$ cat config.mk
export PLATFORM = sky130hd
export DESIGN_NAME = mrfc_frame_track
export DESIGN_NICKNAME = d
export VERILOG_FILES = /design/src/hdl/mrfc_pkg.sv /design/src/hdl/mrfc_frame_track.sv
export SDC_FILE = /design/constraint.sdc
export NUM_CORES = 1
export LEC_CHECK = 0
export BUFFER_PORTS_ARGS = -buffer_cell sky130_fd_sc_hd__buf_2
export CAP_MARGIN = 30
export CORE_MARGIN = 1
export CORE_UTILIZATION = 31
export CTS_BUF_LIST = sky130_fd_sc_hd__clkbuf_8
export CTS_CLUSTER_DIAMETER = 120
export DETAILED_ROUTE_END_ITERATION = 12
export SYNTH_ARGS = -nofsm -noshare
export SYNTH_HDL_FRONTEND = slang
export SYNTH_SLANG_ARGS = --single-unit
$ cat constraint.sdc
create_clock -name aclk -period 3.7 [get_ports aclk]
set_clock_uncertainty 0.15 [all_clocks]
set_input_delay 0.37 -clock aclk [delete_from_list [all_inputs] [get_ports aclk]]
set_output_delay 0.37 -clock aclk [all_outputs]
set_load 0.02 [all_outputs]
$ cat src/hdl/mrfc_pkg.sv
package mrfc_pkg;

    localparam int WORD_W    = 32;
    localparam int OUT_WORDS = 8;
    localparam logic [15:0] CRC_INIT = 16'hFFFF;
    localparam logic [15:0] CRC_POLY = 16'hA001;

    typedef enum logic [2:0] {
        ST_OK       = 3'd0,
        ST_BAD_ID   = 3'd1,
        ST_BAD_CRC  = 3'd2,
        ST_ZERO     = 3'd3,
        ST_RANGE    = 3'd4
    } status_t;

    typedef enum logic [1:0] {
        ACT_NONE    = 2'd0,
        ACT_KEEP    = 2'd1,
        ACT_DISCARD = 2'd2,
        ACT_TRIP    = 2'd3
    } action_t;

    typedef enum logic [2:0] {
        REG_DEVICE_ID     = 3'd0,
        REG_VOLTAGE_LIMIT = 3'd1,
        REG_CURRENT_LIMIT = 3'd2,
        REG_PF_MINIMUM    = 3'd3,
        REG_FREQ_LOW      = 3'd4,
        REG_FREQ_HIGH     = 3'd5
    } cfg_index_t;

    typedef struct packed {
        logic [7:0]        device_id;
        logic [WORD_W-1:0] voltage_limit;
        logic [WORD_W-1:0] current_limit;
        logic [9:0]        pf_minimum;
        logic [15:0]       freq_low;
        logic [15:0]       freq_high;
    } cfg_t;

    typedef struct packed {
        logic last;
        logic id_ok;
        logic crc_ok;
    } frame_flags_t;

    typedef logic [OUT_WORDS-1:0][WORD_W-1:0] out_words_t;

    // Modbus CRC-16, one byte, LSB first
    function automatic logic [15:0] crc_update(input logic [15:0] crc, input logic [7:0] b);
        logic [15:0] c;
        c = crc ^ {8'h00, b};
        for (int n = 0; n < 8; n++) begin
            if (c[0]) begin
                c = (c >> 1) ^ CRC_POLY;
            end else begin
                c = c >> 1;
            end
        end
        return c;
    endfunction

endpackage

$ cat src/hdl/mrfc_frame_track.sv
module mrfc_frame_track #(
    parameter int FRAME_BYTES = 37,
    parameter int WORD_COUNT  = 8
) (
    input  logic                                          aclk,
    input  logic                                          aresetn,
    input  logic                                          en,
    input  logic [7:0]                                    rx_byte,
    input  logic                                          frame_start,
    input  logic [7:0]                                    device_id,
    output mrfc_pkg::frame_flags_t                        flags,
    output logic [WORD_COUNT-1:0][mrfc_pkg::WORD_W-1:0]   words
);
    import mrfc_pkg::*;

    localparam int CNT_W    = $clog2(FRAME_BYTES);
    localparam int IDX_W    = $clog2(WORD_COUNT);
    localparam int CRC_LO   = FRAME_BYTES - 2;
    localparam int LAST     = FRAME_BYTES - 1;
    localparam int WORD_END = 3 + 4 * WORD_COUNT;

    logic [CNT_W-1:0] count_reg, count_next;
    logic [15:0]      crc_reg, crc_next;
    logic             id_ok_reg, id_ok_next;
    logic [7:0]       crc_low_reg, crc_low_next;
    logic [WORD_COUNT-1:0][WORD_W-1:0] words_reg, words_next;

    logic [CNT_W-1:0] pos;
    logic [31:0]      pos_ext;
    logic [31:0]      word_ofs;
    logic [IDX_W-1:0] word_idx;
    logic             in_body;
    logic             in_word;
    logic             is_last;

    assign pos      = frame_start ? '0 : count_reg;
    assign pos_ext  = 32'(pos);
    assign word_ofs = pos_ext - 32'd3;
    assign word_idx = word_ofs[IDX_W+1:2];
    assign in_body  = pos_ext < 32'(CRC_LO);
    assign in_word  = in_body && (pos_ext >= 32'd3) && (pos_ext < 32'(WORD_END));
    assign is_last  = pos_ext == 32'(LAST);

    always_comb begin
        count_next   = is_last ? '0 : pos + CNT_W'(1);
        crc_next     = crc_reg;
        id_ok_next   = id_ok_reg;
        crc_low_next = crc_low_reg;
        words_next   = words_reg;
        if (pos == '0) begin
            words_next = '0;
            id_ok_next = (rx_byte == device_id);
            crc_next   = crc_update(CRC_INIT, rx_byte);
        end else if (in_body) begin
            crc_next = crc_update(crc_reg, rx_byte);
        end
        if (in_word) begin
            words_next[word_idx] = {words_reg[word_idx][WORD_W-9:0], rx_byte};
        end
        if (pos_ext == 32'(CRC_LO)) begin
            crc_low_next = rx_byte;
        end
    end

    always_ff @(posedge aclk) begin
        if (!aresetn) begin
            count_reg   <= '0;
            crc_reg     <= CRC_INIT;
            id_ok_reg   <= 1'b0;
            crc_low_reg <= 8'h00;
        end else if (en) begin
            count_reg   <= count_next;
            crc_reg     <= crc_next;
            id_ok_reg   <= id_ok_next;
            crc_low_reg <= crc_low_next;
        end
    end

    always_ff @(posedge aclk) begin
        if (en) begin
            words_reg <= words_next;
        end
    end

    assign flags.last   = is_last;
    assign flags.id_ok  = id_ok_reg;
    assign flags.crc_ok = (crc_reg[7:0] == crc_low_reg) && (crc_reg[15:8] == rx_byte);
    assign words        = words_reg;

    a_count_range: assert property (@(posedge aclk) disable iff (!aresetn)
        32'(count_reg) < 32'(FRAME_BYTES))
        else $error("byte count beyond frame length");

    a_wrap_after_last: assert property (@(posedge aclk) disable iff (!aresetn)
        en && is_last |=> count_reg == '0)
        else $error("byte count did not wrap after last byte");

endmodule

==> flow_metrics.env <==
export IMPL_status="completed"
export IMPL_grt_pass1_wl_um=87200
export IMPL_rows=80
export IMPL_core_area_sq_um=47600
export IMPL_synth_edf_count=256
export IMPL_required_ns=3.91
export IMPL_clockBufferDepth=3
export IMPL_die_w_um=222
export IMPL_post_route_util_pct=38.6
export IMPL_hold_depth=1
export IMPL_rsz0062_at_grt="false"
export IMPL_p_leak_uw=0.00837
export IMPL_crit_fanout=19
export IMPL_synthArstFlopShare_pct=0
export IMPL_synthesis_area_sq_um=14900
export IMPL_ant_nets=0
export IMPL_ff2ff_path_depth=11
export IMPL_synth_warnings=0
export IMPL_min_period_ns=3.41
export IMPL_die_h_um=222
export IMPL_clk_pin_slew_ns=0.06
export IMPL_grt_overflow_total=0
export IMPL_route_detailed_drc=0
export IMPL_grt_max_degree=101
export IMPL_synth_largest_area_cell="edfxtp_1"
export IMPL_slew_headroom_pct=45.8
export IMPL_synth_seq_cells=287
export IMPL_setup_tns_ns=0
export IMPL_cts_hold_fix_buffers=0
export IMPL_synthFlopType="edfxtp_1"
export IMPL_startpoint_type="flip-flop"
export IMPL_final_common_cell="buf_2"
export IMPL_finalNetCount=1798
export IMPL_netlist_area_leader_share_pct=51.4
export IMPL_synth_nets=1512
export IMPL_synth_area_leaders="edfxtp_1 51%, nand2_1 6.9%, nand3_1 6.6%"
export IMPL_fmax_ghz=0.293
export IMPL_route_vias_total=13500
export IMPL_hold_viol=0
export IMPL_post_place_ws_ns=0.0653
export IMPL_final_cell_mix="277 x buf_2, 275 x nand2_1, 256 x edfxtp_1, 194 x nand3_1, 113 x o21ai_0"
export IMPL_cts_tree="done"
export IMPL_initial_utilization_pct=31.4
export IMPL_vias_per_cell=5.57
export IMPL_finalMaxSlewViolations=0
export IMPL_min_period_over_period_pct=92.2
export IMPL_yosysUniqueCellTypes=56
export IMPL_synthCells=1490
export IMPL_gp_congestion=0.892
export IMPL_setup_viol=0
export IMPL_vdd_drop_max_mv=0.222
export IMPL_drtIter0Drc=1664
export IMPL_dpl_hpwl_um=41400
export IMPL_clk_latency_ns=0.63
export IMPL_r2r_setup_slack_ns=0.29
export IMPL_largest_register_ffs=256
export IMPL_antenna_found_initial=1
export IMPL_grt_pass1_vias=12700
export IMPL_endpoint_kind="flip-flop"
export IMPL_first_pass_iters=6
export IMPL_setup_worst_path_class="reg -> reg"
export IMPL_p_per_area_nw_per_um2=417
export IMPL_cts_sinks=287
export IMPL_ys_seq_area_share_pct=55.6
export IMPL_numPortBuffers=278
export IMPL_wl_um=59900
export IMPL_hp_class="in -> reg"
export IMPL_wl_per_cell_um=24.7
export IMPL_cts_htree_levels=2
export IMPL_syn2layout_area_growth_pct=23.1
export IMPL_syn_area_per_cell_sq_um=10.0
export IMPL_cts_resized=0
export IMPL_grt_use_total_pct=23.6
export IMPL_cts_root_buf="clkbuf_8"
export IMPL_pin_count=279
export IMPL_die_area_sq_um=49100
export IMPL_setup_ws_ns=0.290
export IMPL_cap_violations=0
export IMPL_layout_drive_gt1_share_pct=24.9
export IMPL_post_cts_buffers=0
export IMPL_numCtsBuffers=52
export IMPL_worstMarginPinSlew_ns=0.813
export IMPL_worst_ep_arrival_time_ns=3.62
-- routing by layer --
metal / global-route usage (%) / vias up / wire [um]
li1: - / 6032 / -
met1: 31.8 / 6626 / 24800
met2: 36.7 / 757 / 27200
met3: 5.63 / 99 / 5820
met4: 8.76 / 0 / 2050
met5: 0 / - / 0
-- final timing paths --
kind	end	startpoint
max	words[45]	count_reg[1]
min	words[28]	en
max reg2reg	words[45]	count_reg[1]
min reg2reg	id_ok_reg	id_ok_reg
-- synth_stat cells, types with 2 or more instances --
library cell / n
nand2_1: 276
edfxtp_1: 256
nand3_1: 196
o21ai_0: 113
clkbuf_1: 104
a21o_1: 82
and3_1: 81
xnor2_1: 42
mux2i_1: 40
a21oi_1: 31
dfxtp_1: 31
nor2_1: 29
xor2_1: 19
nor2b_1: 14
nor3_1: 14
buf_1: 13
a211oi_1: 12
inv_1: 12
o211ai_1: 12
a311oi_1: 10
a31o_2: 9
buf_2: 9
a22o_1: 7
a31oi_1: 7
a21boi_0: 6
a221oi_1: 6
nand4_1: 6
nor4_1: 5
o22ai_1: 5
o31ai_1: 4
a22oi_1: 3
mux2_2: 3
o21a_1: 3
o21ai_1: 3
a221oi_2: 2
and2_1: 2
buf_4: 2
ha_1: 2
nand2b_1: 2
-- cell type report --
class                      count  area, sq um
fill                        4753        29200
inverter                      12         45.0
timing repair buffer         360         2170
clock buffer                  53          729
tap                          615          769
clock inverter                37          214
antenna                        1         2.50
multi-input combinational   1063         6160
sequential                   287         8310
-- cells by family after synthesis --
| logic type | after synthesis | share of synthesized area, % |
|---|---|---|
| and+or+nand+nor | 629 | 19.5 |
| AOI/OAI and AO/OA | 326 | 14.3 |
| DFF | 287 | 55.6 |
| buffers and inverters | 140 | 3.64 |
| xor gates and xnor gates | 63 | 3.83 |
| muxes | 43 | 2.91 |
| adders and majority gates | 2 | 0.167 |
-- per-stage QoR --
| step | total power [uW] | std cells | cell area, sq um | hold slack [ns] |
|---|---|---|---|---|
| final | 7670 | 2428 | 18400 | 0.0573 |
| after CTS | 7710 | 2427 | 18400 | 0.0298 |
| after global placement | 4840 | 2336 | 17400 | 0.328 |
| after floorplan | 4410 | 1490 | 14900 | 0.308 |
| after detailed placement | 4860 | 2337 | 17500 | 0.331 |
| after global routing | 7930 | 2428 | 18400 | 0.0549 |
-- power by group --
group / total [uW] / leakage (uW) / switching [uW] / internal [uW]
combinational: 934 / 0.00494 / 630 / 305
sequential: 3870 / 0.00289 / 163 / 3710
clock: 2860 / 0.000540 / 1390 / 1470
total: 7670 / 0.00837 / 2190 / 5480
-- critical path: stages, from the launching register on --
cell      delay, ns
dfxtp_1        0.37
nor2b_1        0.21
ha_1           0.23
o21ba_2        0.17
o21ai_1        0.27
nand2_2        0.46
buf_4          0.32
mux2i_1        0.13
o21ai_0        0.09
a221oi_1       0.42
buf_4          0.25
o21ai_0        0.11
No activity file was read; power rests on OpenSTA's default activity.
